[config.mk]
export PLATFORM = sky130hd
export DESIGN_NAME = bmw_regs
export DESIGN_NICKNAME = d
export VERILOG_FILES = /design/src/hdl/bmw_pkg.sv /design/src/hdl/bmw_regs.sv
export SDC_FILE = /design/constraint.sdc
export NUM_CORES = 1
export LEC_CHECK = 0
export BUFFER_PORTS_ARGS = -buffer_cell sky130_fd_sc_hd__buf_2
export CORE_ASPECT_RATIO = 1.1
export CORE_MARGIN = 5
export CORE_UTILIZATION = 39
export DETAILED_ROUTE_END_ITERATION = 16
export PLACE_DENSITY = 0.76
export SYNTH_ARGS = -nofsm -noshare
export SYNTH_HDL_FRONTEND = slang
export SYNTH_SLANG_ARGS = --single-unit
[constraint.sdc]
create_clock -name clk_i -period 0.9 [get_ports clk_i]
set_input_delay 0.045 -clock clk_i [delete_from_list [all_inputs] [get_ports clk_i]]
set_output_delay 0.045 -clock clk_i [all_outputs]
set_load 0.005 [all_outputs]
[src/hdl/bmw_pkg.sv]
// Package for the binary morphology window block.
// Sizes, register codes, mode codes and the structs shared by the modules that import it.
// No dependencies.
package bmw_pkg;

  localparam int MAX_WIDTH  = 1024;
  localparam int MAX_HEIGHT = 1024;
  localparam int MAX_WINDOW = 15;

  localparam int COL_W  = 10;
  localparam int ROW_W  = 10;
  localparam int DIM_W  = 11;
  localparam int K_W    = 4;
  localparam int HIST_W = MAX_WINDOW - 1;
  localparam int WIN_W  = MAX_WINDOW;

  localparam int APB_AW = 4;
  localparam int APB_DW = 32;

  localparam logic [1:0] REG_MODE   = 2'd0;
  localparam logic [1:0] REG_WINDOW = 2'd1;
  localparam logic [1:0] REG_WIDTH  = 2'd2;
  localparam logic [1:0] REG_HEIGHT = 2'd3;

  typedef enum logic [1:0] {
    MODE_ERODE    = 2'd0,
    MODE_DILATE   = 2'd1,
    MODE_GRADIENT = 2'd2
  } mode_e;

  typedef struct packed {
    mode_e              mode;
    logic [K_W-1:0]     k;
    logic [DIM_W-1:0]   width;
    logic [DIM_W-1:0]   height;
  } cfg_t;

  typedef struct packed {
    logic               valid;
    logic               px;
    logic [ROW_W-1:0]   row;
    logic [COL_W-1:0]   col;
  } item_t;

endpackage

[src/hdl/bmw_regs.sv]
// Configuration registers of the morphology block behind an APB-style port.
// Holds raw register values and derives the effective window and image size.
// Depends on bmw_pkg.
module bmw_regs
  import bmw_pkg::*;
(
  input  logic              clk_i,
  input  logic              rst_ni,
  input  logic              psel,
  input  logic              penable,
  input  logic              pwrite,
  input  logic [APB_AW-1:0] paddr,
  input  logic [APB_DW-1:0] pwdata,
  output logic [APB_DW-1:0] prdata,
  output logic              pready,
  output cfg_t              cfg_o
);

  logic [1:0]       mode_q;
  logic [K_W-1:0]   window_q;
  logic [DIM_W-1:0] width_q;
  logic [DIM_W-1:0] height_q;
  logic             wr_en;
  logic [1:0]       idx;

  assign pready = 1'b1;
  assign idx    = paddr[3:2];
  assign wr_en  = psel && penable && pwrite && pready;

  always_ff @(posedge clk_i or negedge rst_ni) begin
    if (!rst_ni) begin
      mode_q   <= 2'd0;
      window_q <= K_W'(3);
      width_q  <= DIM_W'(640);
      height_q <= DIM_W'(480);
    end else if (wr_en) begin
      case (idx)
        REG_MODE:   mode_q   <= pwdata[1:0];
        REG_WINDOW: window_q <= pwdata[K_W-1:0];
        REG_WIDTH:  width_q  <= pwdata[DIM_W-1:0];
        REG_HEIGHT: height_q <= pwdata[DIM_W-1:0];
        default: ;
      endcase
    end
  end

  always_comb begin
    case (idx)
      REG_MODE:   prdata = APB_DW'(mode_q);
      REG_WINDOW: prdata = APB_DW'(window_q);
      REG_WIDTH:  prdata = APB_DW'(width_q);
      REG_HEIGHT: prdata = APB_DW'(height_q);
      default:    prdata = '0;
    endcase
  end

  always_comb begin
    cfg_o.mode = mode_e'(mode_q);
    cfg_o.k    = window_q | K_W'(1);
    if (width_q == '0) begin
      cfg_o.width = DIM_W'(1);
    end else if (width_q > DIM_W'(MAX_WIDTH)) begin
      cfg_o.width = DIM_W'(MAX_WIDTH);
    end else begin
      cfg_o.width = width_q;
    end
    if (height_q == '0) begin
      cfg_o.height = DIM_W'(1);
    end else if (height_q > DIM_W'(MAX_HEIGHT)) begin
      cfg_o.height = DIM_W'(MAX_HEIGHT);
    end else begin
      cfg_o.height = height_q;
    end
  end

endmodule

==> results.tsv <==
metric	value	unit
grt_pass1_wl	6920	µm
wire_per_inst	15.5	µm
antenna_left	0	
dp_cells	283	
place_area	2220	µm²
max-cap-violations	0	
die_w	73.5	µm
drive_gt1_share	66.5	%
ys_warn_count	0	
ys_seq_area_share	41.1	%
power_density	2000	nW/µm²
grt_pass1_vias	1437	
syn_avg_cell_area	11.6	µm²
antenna_found_initial	0	
die_area	5870	µm²
dieHeight	79.8	µm
fin_nets	284	
p_total	0.00517	W
fmax	0.732	GHz
crit_type	register to primary output	
final_cell_mix	buf_2 (50), buf_6 (35), conb_1 (23), dfrtp_1 (18)	
crit_required	850	ps
startpoint_type	register	
p_leak	1.35	nW
num_io_pins	102	
crit_path_top_delay_cell	dfstp_2	
max_stage_delay	550	ps
fin_area	2590	µm²
synth_cells	149	
hold_class	input port to register	
clk_pin_slew	90	ps
ys_ff_latch	28	
period_needed	1370	ps
path_buf_inv	3	
grt.overflow.total	0	
grt_max_degree	19	
setup_viol	44	
rows	25	
skew	0	ps
cts_made_buffers	3	
rsz0062_at_grt	yes	
synth_area	1730	µm²
violations	setup timing	
crit_path_end_kind	primary output	
hpwl	3370	µm
diodes	0	
track_usage	15.6	%
fin_cells	296	
fin_crit_sh	152	%
tns	-10560	ps
io_buffers	55	
clock_latency	270	ps
clock_sinks	28	
drc	0	
ir_drop	0.00101	V
via_per_inst	4.60	
vias	1362	
start_util	40.4	%
drv_slew	0	
cts_max_path_buffers	2	
status	finished, violations left	
cts_tree	done	
synthToLayoutAreaGrowth	49.8	%
arrival	1320	ps
drt_iter0_drc	40	
ctsHtreeMaxLevel	1	
synth.distinct_cells	23	
critPathTopFamily	flip-flops	
routed_wl	4570	µm
root_buffer	clkbuf_8	
worstPathMaxFanout	3	
drtPass1Iterations	4	
final_common_cell	buf_2	
path_cells	buf_4, buf_6, mux2i_1, nor2b_1, buf_2	
fin_ws	-467	ps
finalHoldViolations	0	
place_congestion	0.795	
core	4290	µm²
[final timing paths]
check | from | end | slack (ps) | depth (start not counted)
max in group asynchronous | rst_ni | height_q[6] | 260 | 3
min in group asynchronous | rst_ni | mode_q[0] | 170 | 2
worst min-delay path | pwdata[8] | height_q[8] | 20 | 2
worst max register to register | height_q[8] | height_q[8] | -120 | 4
worst max-delay path | width_q[9] | prdata[9] | -470 | 5
worst min register to register | window_q[2] | window_q[2] | 550 | 1
[per-layer routing]
| metal | GRT usage [%] | part of all wire, % | vias up |
|---|---|---|---|
| met5 | 0 | 0 | - |
| met4 | 8.15 | 2.4 | 0 |
| met3 | 3.40 | 6.2 | 8 |
| met2 | 25.7 | 52 | 49 |
| met1 | 18.6 | 39 | 661 |
| li1 | - | - | 644 |
[cells by family (layout without fill, tap and decap cells)]
group	count (synthesis)	after routing	synth area share [%]
compound gates	4	4	1.74
buf+inv	36	108	14.5
flops	28	28	41.1
mux	39	39	28.6
other cells	2	23	0.434
simple gates	40	40	13.7
[cell type report]
type | instances | area, µm²
Multi-Input combinational cell | 106 | 943
Tap cell | 54 | 67.6
Timing Repair Buffer | 103 | 807
Fill cell | 343 | 1700
Clock buffer | 4 | 55.1
Inverter | 1 | 3.75
Sequential cell | 28 | 713
[state kept, by name, summed over array words and instances (netlist names)]
register  flops
height_q     11
mode_q        2
width_q      11
window_q      4
[report_power, final]
part | internal [W] | switching [W] | leakage, nW
sequential | 0.00162 | 0.000287 | 0.327
clock | 0.000392 | 0.000388 | 0.0288
combinational | 0.00163 | 0.000859 | 0.996
total | 0.00364 | 0.00153 | 1.35
[cell usage after synthesis]
cell type	count	area [µm²]
dfstp_2	8	210
and4_1	1	8.76
buf_6	2	22.5
mux2i_1	7	70.1
clkbuf_1	5	18.8
nand4_1	2	12.5
a31oi_1	2	12.5
nor3_1	2	10.0
a22o_1	2	17.5
or2_1	1	6.26
inv_2	1	3.75
mux2_2	20	225
nor4_1	2	12.5
mux4_1	1	26.3
buf_4	26	195
conb_1	2	7.51
and2b_1	1	7.51
dfrtp_1	20	500
buf_2	2	10.0
nor2_1	6	22.5
mux4_2	1	22.5
mux2_4	10	150
nor2b_1	25	156
[timing repair]
action,in CTS,in global routing
gates cloned,0,0
setup buffers,3,8
hold endpoints to repair,22,0
hold buffers,1,0
setup endpoints to repair,39,52
resized for setup,30,28
pin swaps,2,0
[through the flow]
stage          utilization [%]  hold slack, ps  setup slack (ps)
2_1_floorplan                -            -251             -61.0
3_3_place_gp              51.8           -61.9              -207
3_5_place_dp              51.8           -58.6              -220
4_1_cts                   56.6            5.14              -486
5_1_grt                   60.4            5.49              -572
6_report                  60.4            15.4              -467
Power figures use the tool's default switching activity.
