--- config.mk ---
export PLATFORM = sky130hd
export DESIGN_NAME = bmw_scan
export DESIGN_NICKNAME = d
export VERILOG_FILES = /design/src/hdl/bmw_pkg.sv /design/src/hdl/bmw_scan.sv
export SDC_FILE = /design/constraint.sdc
export NUM_CORES = 1
export LEC_CHECK = 0
export BUFFER_PORTS_ARGS = -buffer_cell sky130_fd_sc_hd__clkbuf_2
export CAP_MARGIN = 20
export CELL_PAD_IN_SITES_DETAIL_PLACEMENT = 2
export CELL_PAD_IN_SITES_GLOBAL_PLACEMENT = 2
export CORE_MARGIN = 5
export CORE_UTILIZATION = 29
export CTS_BUF_LIST = sky130_fd_sc_hd__clkbuf_4 sky130_fd_sc_hd__clkbuf_8
export CTS_CLUSTER_DIAMETER = 60
export DETAILED_ROUTE_END_ITERATION = 10
export PLACE_DENSITY_LB_ADDON = 0.3
export REMOVE_ABC_BUFFERS = 1
export SLEW_MARGIN = 25
export SYNTH_ARGS = -nofsm -noshare
export SYNTH_HDL_FRONTEND = slang
export SYNTH_SLANG_ARGS = --single-unit
--- constraint.sdc ---
create_clock -name clk_i -period 3.05 [get_ports clk_i]
set_clock_uncertainty 0.2 [all_clocks]
set_input_delay 0.305 -clock clk_i [delete_from_list [all_inputs] [get_ports clk_i]]
set_output_delay 0.305 -clock clk_i [all_outputs]
set_load 0.01 [all_outputs]
--- src/hdl/bmw_pkg.sv ---
// Package for the binary morphology window block.
// Sizes, register codes, mode codes and the structs shared by the modules that import it.
// No dependencies.
package bmw_pkg;

  localparam int MAX_WIDTH  = 1024;
  localparam int MAX_HEIGHT = 1024;
  localparam int MAX_WINDOW = 15;

  localparam int COL_W  = 10;
  localparam int ROW_W  = 10;
  localparam int DIM_W  = 11;
  localparam int K_W    = 4;
  localparam int HIST_W = MAX_WINDOW - 1;
  localparam int WIN_W  = MAX_WINDOW;

  localparam int APB_AW = 4;
  localparam int APB_DW = 32;

  localparam logic [1:0] REG_MODE   = 2'd0;
  localparam logic [1:0] REG_WINDOW = 2'd1;
  localparam logic [1:0] REG_WIDTH  = 2'd2;
  localparam logic [1:0] REG_HEIGHT = 2'd3;

  typedef enum logic [1:0] {
    MODE_ERODE    = 2'd0,
    MODE_DILATE   = 2'd1,
    MODE_GRADIENT = 2'd2
  } mode_e;

  typedef struct packed {
    mode_e              mode;
    logic [K_W-1:0]     k;
    logic [DIM_W-1:0]   width;
    logic [DIM_W-1:0]   height;
  } cfg_t;

  typedef struct packed {
    logic               valid;
    logic               px;
    logic [ROW_W-1:0]   row;
    logic [COL_W-1:0]   col;
  } item_t;

endpackage

--- src/hdl/bmw_scan.sv ---
// Input stage: takes pixel items, tracks the raster position and issues the
// column history read. Holds the item for the window stage. Depends on bmw_pkg.
module bmw_scan
  import bmw_pkg::*;
(
  input  logic             clk_i,
  input  logic             rst_ni,
  input  cfg_t             cfg_i,
  input  logic             in_valid_i,
  output logic             in_stall_o,
  input  logic             pixel_i,
  input  logic             frame_start_i,
  input  logic             s1_adv_i,
  output logic             rd_en_o,
  output logic [COL_W-1:0] rd_addr_o,
  output item_t            s1_o
);

  logic [ROW_W-1:0] row_q, row_d;
  logic [COL_W-1:0] col_q, col_d;
  logic [ROW_W-1:0] r0;
  logic [COL_W-1:0] c0;
  logic [DIM_W-1:0] c_nxt, r_nxt;
  logic             accept;
  item_t            s1_q;

  assign in_stall_o = s1_q.valid && !s1_adv_i;
  assign accept     = in_valid_i && !in_stall_o;
  assign r0         = frame_start_i ? '0 : row_q;
  assign c0         = frame_start_i ? '0 : col_q;
  assign rd_en_o    = accept;
  assign rd_addr_o  = c0;

  always_comb begin
    c_nxt = {1'b0, c0} + DIM_W'(1);
    r_nxt = {1'b0, r0} + DIM_W'(1);
    col_d = c_nxt[COL_W-1:0];
    row_d = r0;
    if (c_nxt >= cfg_i.width) begin
      col_d = '0;
      row_d = (r_nxt >= cfg_i.height) ? '0 : r_nxt[ROW_W-1:0];
    end
  end

  always_ff @(posedge clk_i or negedge rst_ni) begin
    if (!rst_ni) begin
      row_q <= '0;
      col_q <= '0;
      s1_q  <= '0;
    end else if (accept) begin
      row_q    <= row_d;
      col_q    <= col_d;
      s1_q.valid <= 1'b1;
      s1_q.px  <= pixel_i;
      s1_q.row <= r0;
      s1_q.col <= c0;
    end else if (s1_adv_i) begin
      s1_q.valid <= 1'b0;
    end
  end

  assign s1_o = s1_q;

endmodule

==> results of run 1 <==
## per-layer routing
layer	up-vias	wire, um
li1	1358	-
met1	1457	4400
met2	72	6070
met3	21	345
met4	0	248
met5	-	0
## repair_timing
action / in CTS / in global routing
resized for setup: 33 / 25
cloned: 0 / 0
hold buffers: 1 / 0
endpoints found under the hold margin: 42 / 0
setup buffers: 13 / 5
endpoints found under the setup margin: 20 / 20
pin swaps: 21 / 20
## final timing paths
| check | end | slack [ns] | cells after the start |
|---|---|---|---|
| worst max-delay path | row_q[2] | -0.32 | 13 |
| worst min-delay path | s1_o[20] | -0.001 | 3 |
| worst max register to register | row_q[2] | -0.32 | 13 |
| worst min register to register | s1_o[9] | 0.28 | 2 |
| max in group asynchronous | row_q[8] | 1.83 | 3 |
| min in group asynchronous | s1_o[3] | 0.42 | 3 |
## Yosys cell counts (2+ instances only)
cell | count | share of area
sky130_fd_sc_hd__o31ai_1 | 2 | 0.0054
sky130_fd_sc_hd__clkbuf_1 | 9 | 0.012
sky130_fd_sc_hd__nand3b_1 | 2 | 0.0054
sky130_fd_sc_hd__and2_1 | 3 | 0.0068
sky130_fd_sc_hd__inv_1 | 26 | 0.035
sky130_fd_sc_hd__dfrtp_1 | 42 | 0.38
sky130_fd_sc_hd__xor2_1 | 5 | 0.016
sky130_fd_sc_hd__a32oi_1 | 2 | 0.0063
sky130_fd_sc_hd__nand3_1 | 16 | 0.029
sky130_fd_sc_hd__buf_4 | 2 | 0.0054
sky130_fd_sc_hd__and4_1 | 2 | 0.0063
sky130_fd_sc_hd__nand2_1 | 65 | 0.088
sky130_fd_sc_hd__xnor2_1 | 7 | 0.022
sky130_fd_sc_hd__a21oi_1 | 11 | 0.020
sky130_fd_sc_hd__ha_1 | 24 | 0.11
sky130_fd_sc_hd__nand2b_1 | 8 | 0.018
sky130_fd_sc_hd__nand4_1 | 7 | 0.016
sky130_fd_sc_hd__a222oi_1 | 2 | 0.0073
sky130_fd_sc_hd__a31oi_1 | 3 | 0.0068
sky130_fd_sc_hd__o21ai_0 | 23 | 0.042
sky130_fd_sc_hd__buf_1 | 4 | 0.0054
sky130_fd_sc_hd__a32o_1 | 5 | 0.018
sky130_fd_sc_hd__and3_1 | 6 | 0.014
sky130_fd_sc_hd__nor3_1 | 3 | 0.0054
sky130_fd_sc_hd__or2b_1 | 2 | 0.0054
sky130_fd_sc_hd__nor2b_1 | 14 | 0.032
sky130_fd_sc_hd__nor2_1 | 11 | 0.015
sky130_fd_sc_hd__mux2i_1 | 2 | 0.0073
sky130_fd_sc_hd__mux2_2 | 3 | 0.012
## stage by stage
stage / power [mW] / area [um2] / setup slack, ns
detailed placement: 0.793 / 3570 / -0.534
CTS: 1.19 / 3860 / -0.114
floorplan: 0.675 / 2680 / -0.440
global route: 1.24 / 4020 / -0.576
finish: 1.19 / 4020 / -0.322
global placement: 0.779 / 3570 / -0.387
## area by class of cell
type,count,area [um2],area share
clock buffer,5,68.8,0.0171
clock inverter,3,18.8,0.00467
inverter,27,101,0.0252
multi-input combinational,241,1730,0.430
sequential,42,1050,0.262
tap,129,161,0.0402
timing repair buffer,134,887,0.221
## worst max-delay path, cell delays in order, from the launching register on
cell                       delay [ns]
sky130_fd_sc_hd__dfrtp_1         0.40
sky130_fd_sc_hd__nand4_1         0.11
sky130_fd_sc_hd__or2_4           0.27
sky130_fd_sc_hd__or3_4           0.40
sky130_fd_sc_hd__or3_4           0.39
sky130_fd_sc_hd__a21oi_4         0.19
sky130_fd_sc_hd__ha_4            0.15
sky130_fd_sc_hd__nand4_1         0.12
sky130_fd_sc_hd__a211oi_2        0.26
sky130_fd_sc_hd__nor3_2          0.06
sky130_fd_sc_hd__buf_6           0.14
sky130_fd_sc_hd__buf_6           0.11
sky130_fd_sc_hd__a222oi_1        0.31
sky130_fd_sc_hd__nand3_1         0.13
## power breakdown
| part | internal [mW] | switching [mW] |
|---|---|---|
| clock network | 0.162 | 0.219 |
| logic | 0.0920 | 0.131 |
| registers | 0.573 | 0.0100 |
## cell families after synthesis
group | synth area share
and+or+nand+nor | 0.261
AOI/OAI and AO/OA | 0.126
buffers and inverters | 0.0653
DFF | 0.381
adders and majority gates | 0.109
xor gates and xnor gates | 0.0381
muxes | 0.0195
## sequential cells by signal, summed over array words and instances, names as in the netlist
register  cells
col_q        10
s1_o         22
row_q        10
==> results.md, run 1 <==
* outcome: complete, but fails checks
* violations in the final reports: negative hold slack, negative setup slack
* count of unresolved DRC violations after routing: 0
* worst skew pair latency: 0.30 ns
* number of warnings printed during yosys synthesis: 0
* setup repair after global routing missed its margin: true
* worst hold-check path type: in -> reg
* CTS Root Cell: sky130_fd_sc_hd__clkbuf_8
* area of the mapped netlist: 0.00276 mm2
* first-pass GRT wire length: 16.2 mm
* dominant synthesized flop cell: sky130_fd_sc_hd__dfrtp_1
* largest vdd supply drop: 128 uV
* number of sinks handled by clock tree synthesis: 42
* origin of the critical flop-to-flop path: row_q[2]
* largest net degree at the start of global routing: 49
* minimum period implied by the final worst setup slack: 3.37 ns
* register bit count reported by yosys: 42
* die outline area: 0.0116 mm2
* smallest hold slack: -0.00126 ns
* number of endpoints failing setup at the final stage: 15
* share of layout cells above drive strength 1: 0.409
* synth-to-layout area growth: 45.5%
* post-layout utilization of the core: 0.435
* Top Ports: 68
* clock slew at the register clock pins of the worst setup and hold paths: 0.10 ns
* placer congestion estimate: 0.772
* met3 layer usage reported by global route: 0.0222
* aggregate global routing overflow: 0
* die height: 108 um
* Final Max Tran Viols: 0
* post-synthesis cell count: 326
* worst-case setup margin in the final layout: -0.322 ns
* nature of the critical path endpoint: flip-flop
* transition time at the pin with the least slew margin: 0.622 ns
* Max Cap Viol: 0
* met1 demand-to-capacity share in global routing: 0.202
* Max Root-Sink Buffers: 2
* number of design-rule violations left by the first detailed-router iteration: 91
* total number of H-tree levels: 2
* Overall Global Routing Usage: 0.176
* DIE WIDTH: 108 um
* Num CTS Buffers: 5
* fraction of the yosys area taken by sequential cells: 0.381
* sort of element at the start of the critical path: flip-flop
* fill count: 1,053
* LEAKAGE: 2.12 nW
* number of antenna violations at the first check in global routing: 0
* # placed instances: 554
* peak-usage layer in the global routing report: met2
* Worst EP arrival: 3.34 ns
* endpoints failing hold: 1
* Critical Setup Path Class: reg -> reg
* initial standard-cell utilization of the core: 0.299
* port bufs: 61
* final antenna-violating net count: 0
* cell area power density: 295 mW/mm2
* CP startpoint: row_q[2]
* most frequent standard cell in the layout excluding fill and tap cells: sky130_fd_sc_hd__buf_4
* tightest slew margin relative to the limit: 0.584
* total vias in the final route: 2,908
* CTS tree: built
* number of library cell types mapped by synthesis: 44
* area inside the core boundary: 0.00924 mm2
* post-detailed-routing wire length: 11.1 mm
* Max Clock Freq: 0.297 GHz
* post-DP HPWL: 7.25 mm
* routed vias/inst: 5.01
* ratio of final minimum period to clock period: 1.11
* number of placement rows: 35
* required time of the worst setup path: 3.02 ns
* launch instance of the worst min-delay path: pixel_i
* via count of the first global-routing pass: 3,242
* count of antenna diodes in the layout: 0
* Non-Filler Instances: 581
* share of synthesized registers carrying an async set or reset: 1.00
* wire per inst: 19.0 um
* final-stage net count: 509
* highest-count cells in the layout ignoring fill and taps: sky130_fd_sc_hd__buf_4 (66), sky130_fd_sc_hd__nand2_1 (64), sky130_fd_sc_hd__clkbuf_2 (60)
* Final TNS setup: -1.99 ns
* Pre-antenna DRT Iters: 4
* GR met2 Demand/Resource: 0.334
* peak fanout along the critical path: 7
* Post-synth EDFFs: 0
* post-synthesis average cell area: 8.47 um2
No activity file was read; power rests on OpenSTA's default activity.
==> inputs of run 2 (changes only) <==
Settings changed: BUFFER_PORTS_ARGS -buffer_cell sky130_fd_sc_hd__clkbuf_2 to -buffer_cell sky130_fd_sc_hd__buf_2.
==> results.md, run 2 (synthesis gave the netlist of run 1 again) <==
* endpoints failing hold: 0, -1
* Max Root-Sink Buffers: 2, unchanged
* Final TNS setup: -1.65 ns, +0.341 ns
* initial standard-cell utilization of the core: 0.299, unchanged
* number of endpoints failing setup at the final stage: 10, -5
* Max Cap Viol: 0, unchanged
* Final Max Tran Viols: 0, unchanged
* area inside the core boundary: 0.00924 mm2, unchanged
* nature of the critical path endpoint: flip-flop
* Pre-antenna DRT Iters: 4, unchanged
* fill count: 1,028, -2.4%
* setup repair after global routing missed its margin: true
* Hold Crit Depth: 2, -1
* post-route cell area: 0.00398 mm2, -0.93%
* DIE WIDTH: 108 um, unchanged
* number of flip-flops in the largest register: 22, unchanged
* final-stage net count: 504, -0.98%
* Worst EP arrival: 3.27 ns, -0.07 ns
* Num CTS Buffers: 5, unchanged
* CTS Root Cell: sky130_fd_sc_hd__clkbuf_8
* routed vias/inst: 4.89, -2.4%
* outcome: complete, but fails checks
* count of antenna diodes in the layout: 0, unchanged
* number of design-rule violations left by the first detailed-router iteration: 79, -13%
* aggregate global routing overflow: 0, unchanged
* worst skew pair latency: 0.31 ns, about the same
* highest-count cells in the layout ignoring fill and taps: sky130_fd_sc_hd__buf_4 (65), sky130_fd_sc_hd__nand2_1 (64), sky130_fd_sc_hd__buf_2 (60)
* sort of element at the start of the critical path: flip-flop
* sequential standard cell area: 0.00105 mm2, unchanged
* Top Ports: 68, unchanged
* largest vdd supply drop: 165 uV, +28%
* footprint of the multi-input gates: 0.00171 mm2, -0.94%
* path depth of the worst reg2reg path: 13, unchanged
* worst-case setup margin in the final layout: -0.236 ns, +0.0857 ns
* synth-to-layout area growth: 44.2%
* total vias in the final route: 2,815, -3.2%
* post-placement cell area: 0.00356 mm2, -0.21%
* CTS tree: built
* ratio of final minimum period to clock period: 1.08, -0.0281
* placer congestion estimate: 0.836, +8.4%
* number of sinks handled by clock tree synthesis: 42, unchanged
* total number of H-tree levels: 2, unchanged
* transition time at the pin with the least slew margin: 0.589 ns, -0.0338 ns
* required time of the worst setup path: 3.03 ns, about the same
* wire per inst: 16.9 um, -11%
* peak fanout along the critical path: 7, unchanged
* count of unresolved DRC violations after routing: 0, unchanged
* minimum period implied by the final worst setup slack: 3.29 ns, -0.0857 ns
* most frequent standard cell in the layout excluding fill and tap cells: sky130_fd_sc_hd__buf_4
* crit-path max cell delay: 0.41 ns, about the same
* largest net degree at the start of global routing: 49, unchanged
* die outline area: 0.0116 mm2, unchanged
* first-pass GRT wire length: 15.3 mm, -5.5%
* library cell contributing the largest single delay on the critical path: sky130_fd_sc_hd__or3_4
* port bufs: 61, unchanged
* number of placement rows: 35, unchanged
* number of antenna violations at the first check in global routing: 0, unchanged
* cell area power density: 316 mW/mm2, +6.8%
* LEAKAGE: 2.13 nW, +0.49%
* Overall Global Routing Usage: 0.167, -0.00852
* die height: 108 um, unchanged
* smallest hold slack: 0.00727 ns, +0.00853 ns
* Critical Setup Path Class: reg -> reg
* post-DP HPWL: 6.99 mm, -3.6%
* final antenna-violating net count: 0, unchanged
* via count of the first global-routing pass: 3,067, -5.4%
* post-detailed-routing wire length: 9.75 mm, -12%
* share of layout cells above drive strength 1: 0.385, -0.0245
* clock slew at the register clock pins of the worst setup and hold paths: 0.09 ns, about the same
* Max Clock Freq: 0.304 GHz, +2.6%
* Tot Pwr: 1.26 mW, +5.8%
* worst hold-check path type: in -> reg
* tightest slew margin relative to the limit: 0.607, +0.0226
* violations in the final reports: negative setup slack
* post-layout utilization of the core: 0.431, -0.00406
* ordered list of cells on the worst path: nand4_1 > or2_4 > or3_4 > or3_4 > a21oi_4 > ha_4 > nand4_1 > a211oi_2 > nor3_2 > buf_4 > buf_4 > a222oi_1 > nand3_1
run 2: cell types whose count changed in the layout (fill, tap and decap cells not counted), moves of 2 or more:
cell,change
sky130_fd_sc_hd__buf_6,-4
sky130_fd_sc_hd__clkinv_2,-2
sky130_fd_sc_hd__buf_2,+59
sky130_fd_sc_hd__o31ai_1,-2
sky130_fd_sc_hd__nor2b_1,+3
sky130_fd_sc_hd__nor2b_2,-2
sky130_fd_sc_hd__clkbuf_2,-60
sky130_fd_sc_hd__and3_4,-2
sky130_fd_sc_hd__and3_1,+2
sky130_fd_sc_hd__o21ai_1,+2
sky130_fd_sc_hd__nor2_1,+2
sky130_fd_sc_hd__o21ai_2,-3
run 2: worst paths after layout:
path	startpoint	endpoint	slack, ns
min	in_valid_i	s1_o[21]	0.007
max in group asynchronous	rst_ni	s1_o[1]	1.90
min reg2reg	s1_o[3]	s1_o[3]	0.27
max	row_q[1]	row_q[2]	-0.24
min in group asynchronous	rst_ni	s1_o[2]	0.34
max reg2reg	row_q[1]	row_q[2]	-0.24
run 2: layout make-up:
class / count / area share
Inverter: 27 / 0.0255
Multi-Input combinational cell: 241 / 0.430
Sequential cell: 42 / 0.264
Tap cell: 129 / 0.0406
Clock inverter: 2 / 0.00943
Clock buffer: 6 / 0.0192
Timing Repair Buffer: 129 / 0.211
run 2: timing repair:
action,4_1_cts,5_1_grt
gates cloned,0,0
setup buffers,8,5
setup endpoints to repair,20,20
pin swaps,10,17
gates resized for setup,19,24
endpoints found under the hold margin,1,42
hold buffers,1,1
run 2: stage by stage:
stage,cells,setup WS (ns)
final,576,-0.236
after floorplan,310,-0.440
after global routing,576,-0.349
after detailed placement,553,-0.411
after CTS,570,-0.205
after global placement,553,-0.267
run 2: report_power, final:
group / internal (mW) / switching [mW]
Sequential: 0.573 / 0.0101
Combinational: 0.0870 / 0.119
Clock: 0.254 / 0.213
Total: 0.914 / 0.342
run 2: metal layers:
metal  GRT usage  share of wire  routed length, um  vias up
met4      0.0478          0.013                128        0
met1       0.198           0.42               4140     1412
met3      0.0252          0.033                317       10
met5           0              0                  0        -
li1            -              -                  -     1339
met2       0.310           0.53               5170       54
run 2: critical path, delay by kind of cell (launching register included):
| family | cells | cell delay, ns |
|---|---|---|
| DFF | 1 | 0.40 |
| buffers and inverters | 2 | 0.31 |
| and+or+nand+nor | 7 | 1.46 |
| adders and majority gates | 1 | 0.15 |
| AOI/OAI and AO/OA | 3 | 0.64 |
