===== src/hdl/bmw_pkg.sv =====
// Package for the binary morphology window block.
// Sizes, register codes, mode codes and the structs shared by the modules that import it.
// No dependencies.
package bmw_pkg;

  localparam int MAX_WIDTH  = 1024;
  localparam int MAX_HEIGHT = 1024;
  localparam int MAX_WINDOW = 15;

  localparam int COL_W  = 10;
  localparam int ROW_W  = 10;
  localparam int DIM_W  = 11;
  localparam int K_W    = 4;
  localparam int HIST_W = MAX_WINDOW - 1;
  localparam int WIN_W  = MAX_WINDOW;

  localparam int APB_AW = 4;
  localparam int APB_DW = 32;

  localparam logic [1:0] REG_MODE   = 2'd0;
  localparam logic [1:0] REG_WINDOW = 2'd1;
  localparam logic [1:0] REG_WIDTH  = 2'd2;
  localparam logic [1:0] REG_HEIGHT = 2'd3;

  typedef enum logic [1:0] {
    MODE_ERODE    = 2'd0,
    MODE_DILATE   = 2'd1,
    MODE_GRADIENT = 2'd2
  } mode_e;

  typedef struct packed {
    mode_e              mode;
    logic [K_W-1:0]     k;
    logic [DIM_W-1:0]   width;
    logic [DIM_W-1:0]   height;
  } cfg_t;

  typedef struct packed {
    logic               valid;
    logic               px;
    logic [ROW_W-1:0]   row;
    logic [COL_W-1:0]   col;
  } item_t;

endpackage


===== src/hdl/bmw_window.sv =====
// Window stage: updates one column history entry, forwards a same-entry write,
// shifts the window column flags and registers the result item.
// Depends on bmw_pkg.
module bmw_window
  import bmw_pkg::*;
(
  input  logic              clk_i,
  input  logic              rst_ni,
  input  cfg_t              cfg_i,
  input  item_t             s1_i,
  output logic              s1_adv_o,
  input  logic              rd_en_i,
  input  logic [COL_W-1:0]  rd_addr_i,
  input  logic [HIST_W-1:0] rd_data_i,
  output logic              wr_en_o,
  output logic [COL_W-1:0]  wr_addr_o,
  output logic [HIST_W-1:0] wr_data_o,
  output logic              out_valid_o,
  input  logic              out_stall_i,
  output logic              out_pixel_o,
  output logic [ROW_W-1:0]  out_row_o,
  output logic [COL_W-1:0]  out_col_o,
  output logic              last_o
);

  logic              fwd_q;
  logic [HIST_W-1:0] fwd_data_q;
  logic [WIN_W-1:0]  all_q, all_d, any_q, any_d;
  logic [HIST_W-1:0] hist, vmask, new_hist;
  logic [WIN_W-1:0]  hmask, all_base, any_base;
  logic              vall, vany, ero, dil, res, emit, is_last;
  logic [ROW_W-1:0]  km1;
  logic              out_valid_q, out_pixel_q, last_q;
  logic [ROW_W-1:0]  out_row_q;
  logic [COL_W-1:0]  out_col_q;
  logic              fire;

  assign s1_adv_o = s1_i.valid && (!out_valid_q || !out_stall_i);
  assign fire     = s1_adv_o;

  assign hist     = fwd_q ? fwd_data_q : rd_data_i;
  assign vmask    = (HIST_W'(1) << (cfg_i.k - K_W'(1))) - HIST_W'(1);
  assign hmask    = (WIN_W'(1) << cfg_i.k) - WIN_W'(1);
  assign vall     = s1_i.px && ((hist & vmask) == vmask);
  assign vany     = s1_i.px || ((hist & vmask) != '0);
  assign new_hist = {hist[HIST_W-2:0], s1_i.px};

  assign all_base = (s1_i.col == '0) ? '0 : all_q;
  assign any_base = (s1_i.col == '0) ? '0 : any_q;
  assign all_d    = {all_base[WIN_W-2:0], vall};
  assign any_d    = {any_base[WIN_W-2:0], vany};
  assign ero      = (all_d & hmask) == hmask;
  assign dil      = (any_d & hmask) != '0;

  always_comb begin
    case (cfg_i.mode)
      MODE_ERODE:  res = ero;
      MODE_DILATE: res = dil;
      default:     res = dil && !ero;
    endcase
  end

  assign km1     = ROW_W'(cfg_i.k) - ROW_W'(1);
  assign emit    = (s1_i.row >= km1) && (s1_i.col >= COL_W'(km1));
  assign is_last = ({1'b0, s1_i.row} == cfg_i.height - DIM_W'(1))
                && ({1'b0, s1_i.col} == cfg_i.width - DIM_W'(1));

  assign wr_en_o   = fire;
  assign wr_addr_o = s1_i.col;
  assign wr_data_o = new_hist;

  always_ff @(posedge clk_i or negedge rst_ni) begin
    if (!rst_ni) begin
      fwd_q       <= 1'b0;
      all_q       <= '0;
      any_q       <= '0;
      out_valid_q <= 1'b0;
    end else begin
      if (rd_en_i) begin
        fwd_q <= fire && (s1_i.col == rd_addr_i);
      end
      if (fire) begin
        all_q <= all_d;
        any_q <= any_d;
      end
      if (!out_valid_q || !out_stall_i) begin
        out_valid_q <= fire && emit;
      end
    end
  end

  always_ff @(posedge clk_i) begin
    if (rd_en_i) begin
      fwd_data_q <= new_hist;
    end
    if (fire && emit) begin
      out_pixel_q <= res;
      out_row_q   <= s1_i.row - km1;
      out_col_q   <= s1_i.col - COL_W'(km1);
      last_q      <= is_last;
    end
  end

  assign out_valid_o = out_valid_q;
  assign out_pixel_o = out_pixel_q;
  assign out_row_o   = out_row_q;
  assign out_col_o   = out_col_q;
  assign last_o      = last_q;

  a_row_start_clear: assert property (@(posedge clk_i) disable iff (!rst_ni)
    fire && (s1_i.col == '0) |=> (all_q[WIN_W-1:1] == '0) && (any_q[WIN_W-1:1] == '0))
    else $error("window flags not cleared at row start");

  a_last_row: assert property (@(posedge clk_i) disable iff (!rst_ni)
    out_valid_q && last_q |->
      ({1'b0, out_row_q} + DIM_W'(cfg_i.k) - DIM_W'(1)) == cfg_i.height - DIM_W'(1))
    else $error("last item not anchored on final window row");

  a_out_source: assert property (@(posedge clk_i) disable iff (!rst_ni)
    $rose(out_valid_q) |-> $past(fire && emit))
    else $error("result item without a processed pixel");

endmodule


===== config.mk =====
export PLATFORM = sky130hd
export DESIGN_NAME = bmw_window
export DESIGN_NICKNAME = d
export VERILOG_FILES = /design/src/hdl/bmw_pkg.sv /design/src/hdl/bmw_window.sv
export SDC_FILE = /design/constraint.sdc
export NUM_CORES = 1
export LEC_CHECK = 0
export BUFFER_PORTS_ARGS = -buffer_cell sky130_fd_sc_hd__buf_2
export CAP_MARGIN = 30
export CORE_UTILIZATION = 40
export DETAILED_ROUTE_END_ITERATION = 10
export PLACE_DENSITY = 0.73
export SYNTH_ARGS = -nofsm -noshare
export SYNTH_HDL_FRONTEND = slang
export SYNTH_SLANG_ARGS = --single-unit

===== constraint.sdc =====
create_clock -name clk_i -period 6.3 [get_ports clk_i]
set_input_delay 0.315 -clock clk_i [delete_from_list [all_inputs] [get_ports clk_i]]
set_output_delay 0.315 -clock clk_i [all_outputs]
set_load 0.02 [all_outputs]

==> run metrics, run 1 <==
residual overflow from global routing=0; clock insertion delay at the later pin of the skew report=0.35 ns; post-layout min period=4.39 ns; internal power=1.01 mW; clock buffers created by TritonCTS=9; crit path to=out_pixel_o$_DFFE_PP_; RSZ-0062 raised after global routing=no; Async SR Flop Fraction=45.5%; Max Fclk=228 MHz; count of instances resized after the clock tree is built=0; total power consumption of the routed design=1.49 mW; synthesized net count=768; run status=complete, no violations; met2 routed wirelength=7.32 mm; via count=5365; critical path launch point=cfg_i[22]; area of the mapped netlist=5660 um^2; die outline area=14600 um^2; number of distinct library cell variants in the gate-level netlist after synthesis=74; skew final=0.0111 ns; CP startpoint kind=input port; share of cells above drive strength 1=21.8%; combinational share of power=27.7%; CTS tree=yes; count of cell instances traversed by the critical path=14; largest net degree at the start of global routing=33; slew of the pin with the lowest slew margin=1.04 ns; logic depth of the worst register-to-register path=9; Top Metal Used=met5; number of endpoints with negative hold slack in the final report=0; leakage power summed over all cells=2.80 nW; core area=13800 um^2; detailed router's first-iteration violation count=446; CTS H-Tree Depth=3; root buffer cell=sky130_fd_sc_hd__clkbuf_16; WL per Instance=16.8 um; critical path capture point type=flop; average footprint of a synthesized cell=8.53 um^2; routed length on met3=1.07 mm; placed wire-length estimate=12.1 mm; initial cell density of the core=40.9%; category of the most critical setup path=in -> reg; total routing usage reported by global routing=22.3%; critical path data required time=6.38 ns; cell taking the most area after synthesis=sky130_fd_sc_hd__edfxtp_1; First-pass DRT Iterations=5; peak supply drop=140 uV; number of port buffers=126; worst slew margin relative to its limit=30.3%; synthesized flop and latch total=66; Clock Tree Buf Depth=2; classification of the worst-slack hold path=in -> async; global-route wire length before repair=25.2 mm; growth of design area from synthesis to finish=17.4%; cells traversed along the worst timing path=buf_2, inv_1, ha_1, o41ai_2, nand2_1, ha_1, o21ai_0, a2111oi_0, o221a_2, nand4_1, nor4_1, nand2_1, a2111oi_0, a2111oi_1; reg2reg start=fwd_q$_DFFE_PN0P_; Final Wtd Congestion=0.978; switching component of the power=0.474 mW; critical path peak fanout=18; I/O pin total=127; fraction of power consumed by the clock network=36.2%; Reg2Reg Capture Point=out_pixel_o$_DFFE_PP_; Setup violations, final=0; worst path arrival time=4.47 ns; power density relative to cell area=224 nW/um^2; switching power share of the total=31.9%; buffering stage count on the worst path with inverters included=2; Die W=121 um; part of the cycle the worst path needs=69.6%; number of core rows=43; drt via density=5.67; # DRC=0; number of antenna violations at the first check in global routing=1; number of max-capacitance violations reported=0; most frequently used cell type in the post-synthesis netlist=sky130_fd_sc_hd__nand2_1; cell family with most CP delay=compound AO/OA/AOI/OAI gates; relative contribution of sequential cells to total power=36.1%; routed metal-1 wirelength=7.14 mm; Worst path max stage delay=0.74 ns; Post-synth EDFFs=36; Post CTS Setup Buffer Count=0; floorplan die height=121 um; register area share after synthesis=32.4%; hold_buf cts=0; Final nets=865; clock-pin slew on the worst setup and hold paths=0.06 ns; cell area after placement=6300 um^2; clk sinks=66; warnings from Yosys=0; R2R Setup Slk=2.67 ns; final instance area=6640 um^2; commonest register cell after synthesis=sky130_fd_sc_hd__edfxtp_1; aggregate negative setup slack=0 ns; share of Yosys cell area claimed by the top area cell type=19.1%; top post-synthesis cells by area=sky130_fd_sc_hd__edfxtp_1 19%, sky130_fd_sc_hd__dfrtp_1 13%, sky130_fd_sc_hd__nand2_1 5.8%; synth cell count leaders=88 x sky130_fd_sc_hd__nand2_1, 37 x sky130_fd_sc_hd__nand3_1, 37 x sky130_fd_sc_hd__nor2_1, 37 x sky130_fd_sc_hd__xnor2_1, 36 x sky130_fd_sc_hd__edfxtp_1; cell type of the slowest stage on the worst timing path=sky130_fd_sc_hd__o41ai_2; via count of the first global-routing pass=4884; max-slew violation count=0; number of nets still failing antenna checks after routing=0; post-detailed-routing wire length=15.9 mm; number of standard cells after synthesis=663
[state kept, by name (all words and copies together) (netlist names)]
signal       count
fwd_data_q      14
out_pixel_o      1
last_o           1
out_valid_o      1
out_col_o       10
out_row_o       10
fwd_q            1
any_q           14
all_q           14
[cells in the final DEF (no fill, tap or decap), drive strengths merged, types with 7 or more instances in the layout]
master	synthesis	layout
a21o	10	10
a21oi	33	33
a221oi	7	7
a31oi	7	7
buf	27	132
clkbuf	19	9
dfrtp	30	30
edfxtp	36	36
ha	25	25
inv	34	34
maj3	7	7
mux2	9	9
nand2	88	88
nand3	37	37
nand4	9	9
nor2	37	37
nor3	17	17
nor4	12	12
o211ai	7	7
o21ai	34	34
xnor2	37	37
xor2	31	31
[metrics by stage]
step / util [%] / instances / hold WS (ns) / setup slack (ns)
after floorplan: - / 663 / 0.0194 / 2.48
after global placement: 45.6 / 928 / 0.385 / 1.96
after detailed placement: 45.6 / 928 / 0.393 / 1.74
after CTS: 47.9 / 944 / 0.0239 / 2.04
after global routing: 48.0 / 945 / 0.0606 / 1.72
final: 48.0 / 946 / 0.00878 / 1.91
[power by group through the flow]
stage | clock network [mW] | registers [mW] | logic, mW
finish | 0.538 | 0.537 | 0.412
global route | 0.564 | 0.543 | 0.453
CTS | 0.546 | 0.538 | 0.407
detailed placement | 0 | 0.546 | 0.404
global placement | 0 | 0.547 | 0.401
floorplan | 0 | 0.555 | 0.265
[worst reg2reg max path, cell delays in order (launching register included)]
cell and delay [ns]:
sky130_fd_sc_hd__dfrtp_1 0.83, sky130_fd_sc_hd__mux2_2 0.39, sky130_fd_sc_hd__o21ai_0 0.10, sky130_fd_sc_hd__a2111oi_0 0.47
sky130_fd_sc_hd__o221a_2 0.28, sky130_fd_sc_hd__nand4_1 0.10, sky130_fd_sc_hd__nor4_1 0.49, sky130_fd_sc_hd__nand2_1 0.15
sky130_fd_sc_hd__a2111oi_0 0.45, sky130_fd_sc_hd__a2111oi_1 0.10
[cell type report]
class | instances | area, um^2
Clock buffer | 9 | 225
Multi-Input combinational cell | 517 | 3450
Clock inverter | 7 | 93.8
Sequential cell | 66 | 1830
Fill cell | 1319 | 7190
Antenna cell | 1 | 2.50
Inverter | 34 | 128
Timing Repair Buffer | 132 | 683
Tap cell | 180 | 225
[cell families after synthesis]
| family | share of synthesized area, % |
|---|---|
| AO/OA/AOI/OAI | 19.6 |
| XOR/XNOR | 10.5 |
| adder cells (fa/ha/maj) | 7.48 |
| buffers and inverters | 6.64 |
| flip-flops | 32.4 |
| multiplexers | 2.85 |
| AND/OR/NAND/NOR | 20.5 |
[how the worst min path moves through the flow]
| stage | end | slack (ns) | depth (start not counted) |
|---|---|---|---|
| detailed placement | any_q[9]$_DFFE_PN0P_ | 0.39 | 1 |
| global route | any_q[9]$_DFFE_PN0P_ | 0.06 | 1 |
| global placement | any_q[9]$_DFFE_PN0P_ | 0.39 | 1 |
| CTS | all_q[0]$_DFFE_PN0P_ | 0.02 | 1 |
| floorplan | all_q[0]$_DFFE_PN0P_ | 0.02 | 0 |
| finish | any_q[9]$_DFFE_PN0P_ | 0.009 | 1 |
[metal layers]
layer | global-route usage [%] | vias to the layer above
met4 | 7.95 | 2
met2 | 35.3 | 228
met5 | 0 | -
met3 | 5.08 | 38
met1 | 29.8 | 2486
li1 | - | 2611
Power figures use the tool's default switching activity.
==> inputs of run 2 (changes only) <==
==> constraint.sdc (replaced) <==
create_clock -name clk_i -period 4.15 [get_ports clk_i]
set_input_delay 0.2075 -clock clk_i [delete_from_list [all_inputs] [get_ports clk_i]]
set_output_delay 0.2075 -clock clk_i [all_outputs]
set_load 0.02 [all_outputs]
==> run 2 against run 1 <==
Critical path depth up 1. Setup slack worse by 1.3 ns. Design area up 1.7%. Largest power group is now registers. Highest routed layer unchanged.
==> run metrics, run 2 (same netlist as run 1, synthesis figures left out) <==
run status=complete, no violations (unchanged); Final nets=880 (was 865); clock insertion delay at the later pin of the skew report=0.34 ns (was 0.35 ns); category of the most critical setup path=in -> reg (unchanged); worst hold path depth=1; non-filler cells, final=961 (was 946); switching power share of the total=31.6% (was 31.9%); post-layout min period=3.50 ns; Max Fclk=286 MHz; post-route setup slack=0.651 ns (was 1.91 ns); R2R Setup Slk=0.76 ns (was 2.67 ns); via count=5455 (was 5365); commonest non-fill, non-tap cells in the layout=126 x sky130_fd_sc_hd__buf_2, 88 x sky130_fd_sc_hd__nand2_1, 37 x sky130_fd_sc_hd__nand3_1, 37 x sky130_fd_sc_hd__xnor2_1, 37 x sky130_fd_sc_hd__nor2_1 (unchanged); Setup violations, final=0 (unchanged); power density relative to cell area=335 nW/um^2 (was 224 nW/um^2); Layout Utilization=48.8% (was 48.0%); RSZ-0062 raised after global routing=no (unchanged); global-route wire length before repair=25.9 mm (was 25.2 mm); relative contribution of sequential cells to total power=36.1% (about the same); skew final=0.00907 ns (was 0.0111 ns); CTS H-Tree Depth=3 (unchanged); die outline area=14600 um^2 (unchanged); Top Metal Used=met5 (unchanged); fraction of power consumed by the clock network=35.7% (was 36.2%); max-slew violation count=0 (unchanged); Final Wtd Congestion=0.944 (was 0.978); number of nets still failing antenna checks after routing=0 (unchanged); critical path peak fanout=7 (was 18); Die W=121 um (unchanged); critical path data required time=4.23 ns (was 6.38 ns); largest net degree at the start of global routing=33 (unchanged); WL per Instance=16.9 um (was 16.8 um); Post CTS Setup Buffer Count=0 (unchanged); growth of design area from synthesis to finish=19.3% (was 17.4%); CTS tree=yes (unchanged); placed wire-length estimate=12.4 mm (was 12.1 mm); leakage power summed over all cells=2.87 nW (was 2.80 nW); CP startpoint kind=input port (unchanged); internal power=1.55 mW (was 1.01 mW); switching component of the power=0.716 mW (was 0.474 mW); total power consumption of the routed design=2.26 mW (was 1.49 mW); clock buffers created by TritonCTS=9 (unchanged); I/O pin total=127 (unchanged); worst path arrival time=3.58 ns (was 4.47 ns); met2 routed wirelength=7.53 mm (was 7.32 mm); root buffer cell=sky130_fd_sc_hd__clkbuf_16 (unchanged); clk sinks=66 (unchanged); First-pass DRT Iterations=6 (was 5); placement-stage worst setup slack=0.314 ns (was 1.74 ns); slew of the pin with the lowest slew margin=0.887 ns (was 1.04 ns); clock-pin slew on the worst setup and hold paths=0.06 ns (about the same); floorplan die height=121 um (unchanged); core area=13800 um^2 (unchanged); routed metal-1 wirelength=7.41 mm (was 7.14 mm); share of cells above drive strength 1=23.1% (was 21.8%); classification of the worst-slack hold path=in -> reg (was in -> async); Worst Hold Path EP=fwd_data_q[0]$_DFFE_PP_; Worst Min Path Start=s1_i[20]; critical path capture point type=flop (unchanged); number of antenna violations at the first check in global routing=2 (was 1); post-detailed-routing wire length=16.2 mm (was 15.9 mm); # DRC=0 (unchanged); part of the cycle the worst path needs=84.3%; number of core rows=43 (unchanged); number of port buffers=126 (unchanged); combinational share of power=28.3% (was 27.7%); number of endpoints with negative hold slack in the final report=0 (unchanged); detailed router's first-iteration violation count=513 (was 446); leading cell type in the layout, fill and taps excluded=sky130_fd_sc_hd__buf_2 (unchanged); Reg2Reg Capture Point=out_pixel_o$_DFFE_PP_ (unchanged); total routing usage reported by global routing=22.8% (was 22.3%); reg2reg start=fwd_q$_DFFE_PN0P_ (unchanged); post-placement cell count=943 (was 928); Clock Tree Buf Depth=2 (unchanged); registers with the most flip-flops=all_q (14), any_q (14), fwd_data_q (14) (unchanged); worst slew margin relative to its limit=40.7% (was 30.3%); via count of the first global-routing pass=4952 (was 4884); initial cell density of the core=40.9% (unchanged); residual overflow from global routing=0 (unchanged); number of max-capacitance violations reported=0 (unchanged); aggregate negative setup slack=0 ns (unchanged); routed length on met3=1.09 mm (was 1.07 mm); drt via density=5.68 (was 5.67); peak supply drop=267 uV (was 140 uV); logic depth of the worst register-to-register path=11 (was 9)
==> run 2: changes by cell type in the layout (fill, tap and decap cells not counted), sizes merged <==
cell,before,now
clkbuf,9,10
clkinv,4,3
dlygate4sd3,0,1
buf,132,146
==> run 2: cell type report <==
| class | count | area (um^2) |
|---|---|---|
| Multi-Input combinational cell | 517 | 3450 |
| Tap cell | 180 | 225 |
| Timing Repair Buffer | 147 | 803 |
| Clock inverter | 6 | 81.3 |
| Inverter | 34 | 128 |
| Clock buffer | 10 | 229 |
| Antenna cell | 1 | 2.50 |
| Sequential cell | 66 | 1830 |
| Fill cell | 1315 | 7080 |
==> run 2: how the worst max path moves through the flow <==
stage | startpoint | to | slack (ns) | cells past startpoint
finish | cfg_i[22] | out_pixel_o$_DFFE_PP_ | 0.65 | 15
global route | cfg_i[22] | out_pixel_o$_DFFE_PP_ | 0.34 | 15
CTS | cfg_i[22] | out_col_o[1]$_DFFE_PP_ | 0.66 | 12
detailed placement | cfg_i[22] | out_col_o[3]$_DFFE_PP_ | 0.31 | 12
global placement | cfg_i[22] | out_pixel_o$_DFFE_PP_ | 0.35 | 15
floorplan | cfg_i[25] | out_pixel_o$_DFFE_PP_ | 0.44 | 14
==> run 2: worst max-delay path: stages <==
cell	delay [ns]
sky130_fd_sc_hd__buf_2	0.18
sky130_fd_sc_hd__inv_1	0.14
sky130_fd_sc_hd__ha_1	0.28
sky130_fd_sc_hd__o41ai_2	0.44
sky130_fd_sc_hd__nand2_1	0.15
sky130_fd_sc_hd__ha_1	0.32
sky130_fd_sc_hd__o21ai_0	0.10
sky130_fd_sc_hd__a2111oi_0	0.41
sky130_fd_sc_hd__o221a_2	0.27
sky130_fd_sc_hd__nand4_1	0.11
sky130_fd_sc_hd__nor4_1	0.24
sky130_fd_sc_hd__buf_4	0.17
sky130_fd_sc_hd__nand2_1	0.06
sky130_fd_sc_hd__a2111oi_0	0.42
sky130_fd_sc_hd__a2111oi_1	0.09
==> run 2: power by group through the flow <==
stage	combinational, mW	sequential, mW	clock [mW]
2_1_floorplan	0.402	0.843	0
3_3_place_gp	0.628	0.827	0
3_5_place_dp	0.628	0.828	0
4_1_cts	0.634	0.816	0.820
5_1_grt	0.703	0.823	0.853
6_report	0.639	0.816	0.807
==> run 2: routing by layer <==
layer | vias up | GRT usage (%)
met3 | 24 | 4.84
met2 | 212 | 35.3
met4 | 2 | 6.56
li1 | 2653 | -
met1 | 2564 | 31.7
met5 | - | 0
==> run 2: what timing repair did <==
action,in CTS,in global routing
hold buffers,1,0
endpoints found under the hold margin,30,0
resized for setup,0,0
==> run 2: metrics by stage <==
step	area, um^2	hold WS (ns)
after floorplan	5660	-0.0881
after global placement	6420	0.283
after detailed placement	6430	0.285
after CTS	6750	0.0908
after global routing	6750	0.105
final	6750	0.0937
==> inputs of run 3 (changes only) <==
--- a/config.mk
+++ b/config.mk
@@ -9,7 +9,7 @@
 export CAP_MARGIN = 30
 export CORE_UTILIZATION = 40
 export DETAILED_ROUTE_END_ITERATION = 10
-export PLACE_DENSITY = 0.73
+export PLACE_DENSITY = 0.75
 export SYNTH_ARGS = -nofsm -noshare
 export SYNTH_HDL_FRONTEND = slang
 export SYNTH_SLANG_ARGS = --single-unit
==> constraint.sdc (replaced) <==
create_clock -name clk_i -period 3 [get_ports clk_i]
set_input_delay 0.15 -clock clk_i [delete_from_list [all_inputs] [get_ports clk_i]]
set_output_delay 0.15 -clock clk_i [all_outputs]
set_load 0.02 [all_outputs]
==> run 3 against run 2 <==
Sequential share of layout area fell by 3.7 points. Worst hold slack got worse by 0.048 ns. Setup slack worse by 0.63 ns. Clock skew is 0.0032 ns lower. Die area did not move. Design area grew 16%. Total power increased by 45%. First-iteration DRC count fell by 8.6%. Largest power group unchanged.
==> run metrics, run 3 (same netlist as run 1, synthesis figures left out) <==
max-slew violation count=0 (unchanged); category of the most critical setup path=in -> reg (unchanged); run status=complete, no violations (unchanged); number of antenna violations at the first check in global routing=0 (was 2); leading cell type in the layout, fill and taps excluded=sky130_fd_sc_hd__buf_4 (was sky130_fd_sc_hd__buf_2); Worst Hold Path EP=fwd_data_q[0]$_DFFE_PP_ (unchanged); via count of the first global-routing pass=5500 (was 4952); number of max-capacitance violations reported=0 (unchanged); via count=5876 (was 5455); initial cell density of the core=40.9% (unchanged); critical path capture point type=flop (unchanged); Final Wtd Congestion=0.928 (was 0.944); clock insertion delay at the later pin of the skew report=0.34 ns (about the same); share of cells above drive strength 1=36.3% (was 23.1%); total routing usage reported by global routing=24.1% (was 22.8%); worst slew margin relative to its limit=54.3% (was 40.7%); root buffer cell=sky130_fd_sc_hd__clkbuf_16 (unchanged); First-pass DRT Iterations=5 (was 6); clock-pin slew on the worst setup and hold paths=0.06 ns (about the same); critical path data required time=3.08 ns (was 4.23 ns); number of port buffers=126 (unchanged); CTS H-Tree Depth=3 (unchanged); worst hold path depth=1 (unchanged); skew final=0.00590 ns (was 0.00907 ns); Clock Tree Buf Depth=2 (unchanged); placement-stage worst setup slack=-0.550 ns (was 0.314 ns); post-detailed-routing wire length=17.3 mm (was 16.2 mm); clock buffers created by TritonCTS=9 (unchanged); clk sinks=66 (unchanged); floorplan die height=121 um (unchanged); Layout Utilization=56.5% (was 48.8%); placed wire-length estimate=13.5 mm (was 12.4 mm); # DRC=0 (unchanged); classification of the worst-slack hold path=in -> reg (unchanged); R2R Setup Slk=0.23 ns (was 0.76 ns); RSZ-0062 raised after global routing=yes (was no); non-filler cells, final=1072 (was 961); logic depth of the worst register-to-register path=10 (was 11); detailed router's first-iteration violation count=469 (was 513); post-layout min period=2.98 ns; largest net degree at the start of global routing=32 (was 33); CP startpoint kind=input port (unchanged); WL per Instance=16.1 um (was 16.9 um); number of core rows=43 (unchanged); power density relative to cell area=421 nW/um^2 (was 335 nW/um^2); Final nets=992 (was 880); I/O pin total=127 (unchanged); Fillers=1238 (was 1315); worst path arrival time=3.06 ns (was 3.58 ns); Setup violations, final=0 (unchanged); peak supply drop=337 uV (was 267 uV); leakage power summed over all cells=3.45 nW (was 2.87 nW); Worst Min Path Start=s1_i[20] (unchanged); post-placement cell count=1042 (was 943); post-route setup slack=0.0211 ns (was 0.651 ns); CTS tree=yes (unchanged); growth of design area from synthesis to finish=38.3% (was 19.3%); antenna fix cells=0 (was 1); Max Fclk=336 MHz; part of the cycle the worst path needs=99.3%; total power consumption of the routed design=3.29 mW (was 2.26 mW); number of endpoints with negative hold slack in the final report=0 (unchanged); critical path peak fanout=5 (was 7); Die W=121 um (unchanged); die outline area=14600 um^2 (unchanged); commonest non-fill, non-tap cells in the layout=128 x sky130_fd_sc_hd__buf_4, 125 x sky130_fd_sc_hd__buf_2, 84 x sky130_fd_sc_hd__nand2_1, 37 x sky130_fd_sc_hd__nand3_1 (was 126 x sky130_fd_sc_hd__buf_2, 88 x sky130_fd_sc_hd__nand2_1, 37 x sky130_fd_sc_hd__nand3_1, 37 x sky130_fd_sc_hd__xnor2_1, 37 x sky130_fd_sc_hd__nor2_1); hold slack final=0.0460 ns (was 0.0937 ns); slew of the pin with the lowest slew margin=0.686 ns (was 0.887 ns); core area=13800 um^2 (unchanged); reg2reg start=fwd_q$_DFFE_PN0P_ (unchanged); registers with the most flip-flops=all_q (14), any_q (14), fwd_data_q (14) (unchanged); Reg2Reg Capture Point=out_pixel_o$_DFFE_PP_ (unchanged); number of nets still failing antenna checks after routing=0 (unchanged); global-route wire length before repair=27.5 mm (was 25.9 mm); residual overflow from global routing=0 (unchanged); drt via density=5.48 (was 5.68)
==> run 3: cell types whose count changed in the layout (fill, tap and decap cells not counted), sizes merged <==
cell / change
buf: +112
bufinv: -2
clkbuf: +2
clkinv: -1
clkinvlp: +1
diode: -1
==> run 3: through the flow <==
step	setup TNS (ns)	area, um^2
floorplan	-4.47	5810
global placement	-10.29	7290
detailed placement	-12.06	7290
CTS	-0.0181	7730
global route	-0.421	7820
finish	0	7820
==> run 3: timing repair <==
item / CTS / global route
setup buffers: 9 / 4
gates resized for setup: 15 / 14
pin swaps: 13 / 10
setup endpoints to repair: 24 / 25
hold buffers: 1 / 0
endpoints found under the hold margin: 30 / 0
==> run 3: final cells by class <==
class,count,area [um^2],share of cell area [%]
timing repair buffer,259,1670,21.4
multi-input combinational,517,3650,46.7
clock inverter,4,31.3,0.400
tap,180,225,2.88
clock buffer,12,279,3.57
sequential,66,1830,23.4
inverter,34,131,1.68
==> run 3: worst max-delay path by stage <==
stage	from	endpoint	slack (ns)	cells after the start
floorplan	cfg_i[25]	out_pixel_o$_DFFE_PP_	-0.23	15
global placement	cfg_i[23]	out_pixel_o$_DFFE_PP_	-0.53	14
detailed placement	cfg_i[23]	out_pixel_o$_DFFE_PP_	-0.55	14
CTS	cfg_i[23]	out_pixel_o$_DFFE_PP_	-0.02	15
global route	cfg_i[23]	out_pixel_o$_DFFE_PP_	-0.08	15
finish	cfg_i[23]	out_pixel_o$_DFFE_PP_	0.02	14
==> run 3: where the power goes <==
group	total, mW	switching, mW	internal, mW
registers	1.13	0.0586	1.07
clock network	1.08	0.414	0.663
logic	1.08	0.589	0.493
==> run 3: per-layer routing <==
layer / global-route usage (%) / wire, um
met5: 0 / 0
met4: 9.03 / 455
met3: 3.90 / 924
met2: 39.3 / 7930
met1: 32.0 / 7960
==> run 3: critical path, stage by stage <==
cell                         delay [ns]
sky130_fd_sc_hd__buf_4             0.12
sky130_fd_sc_hd__clkinvlp_4        0.10
sky130_fd_sc_hd__buf_6             0.13
sky130_fd_sc_hd__ha_4              0.18
sky130_fd_sc_hd__nand2_4           0.08
sky130_fd_sc_hd__ha_4              0.13
sky130_fd_sc_hd__or3b_4            0.41
sky130_fd_sc_hd__xnor2_4           0.15
sky130_fd_sc_hd__a21oi_2           0.17
sky130_fd_sc_hd__nor2_1            0.05
sky130_fd_sc_hd__or4_1             0.40
sky130_fd_sc_hd__or4_4             0.59
sky130_fd_sc_hd__a2111oi_4         0.31
sky130_fd_sc_hd__a2111oi_2         0.07
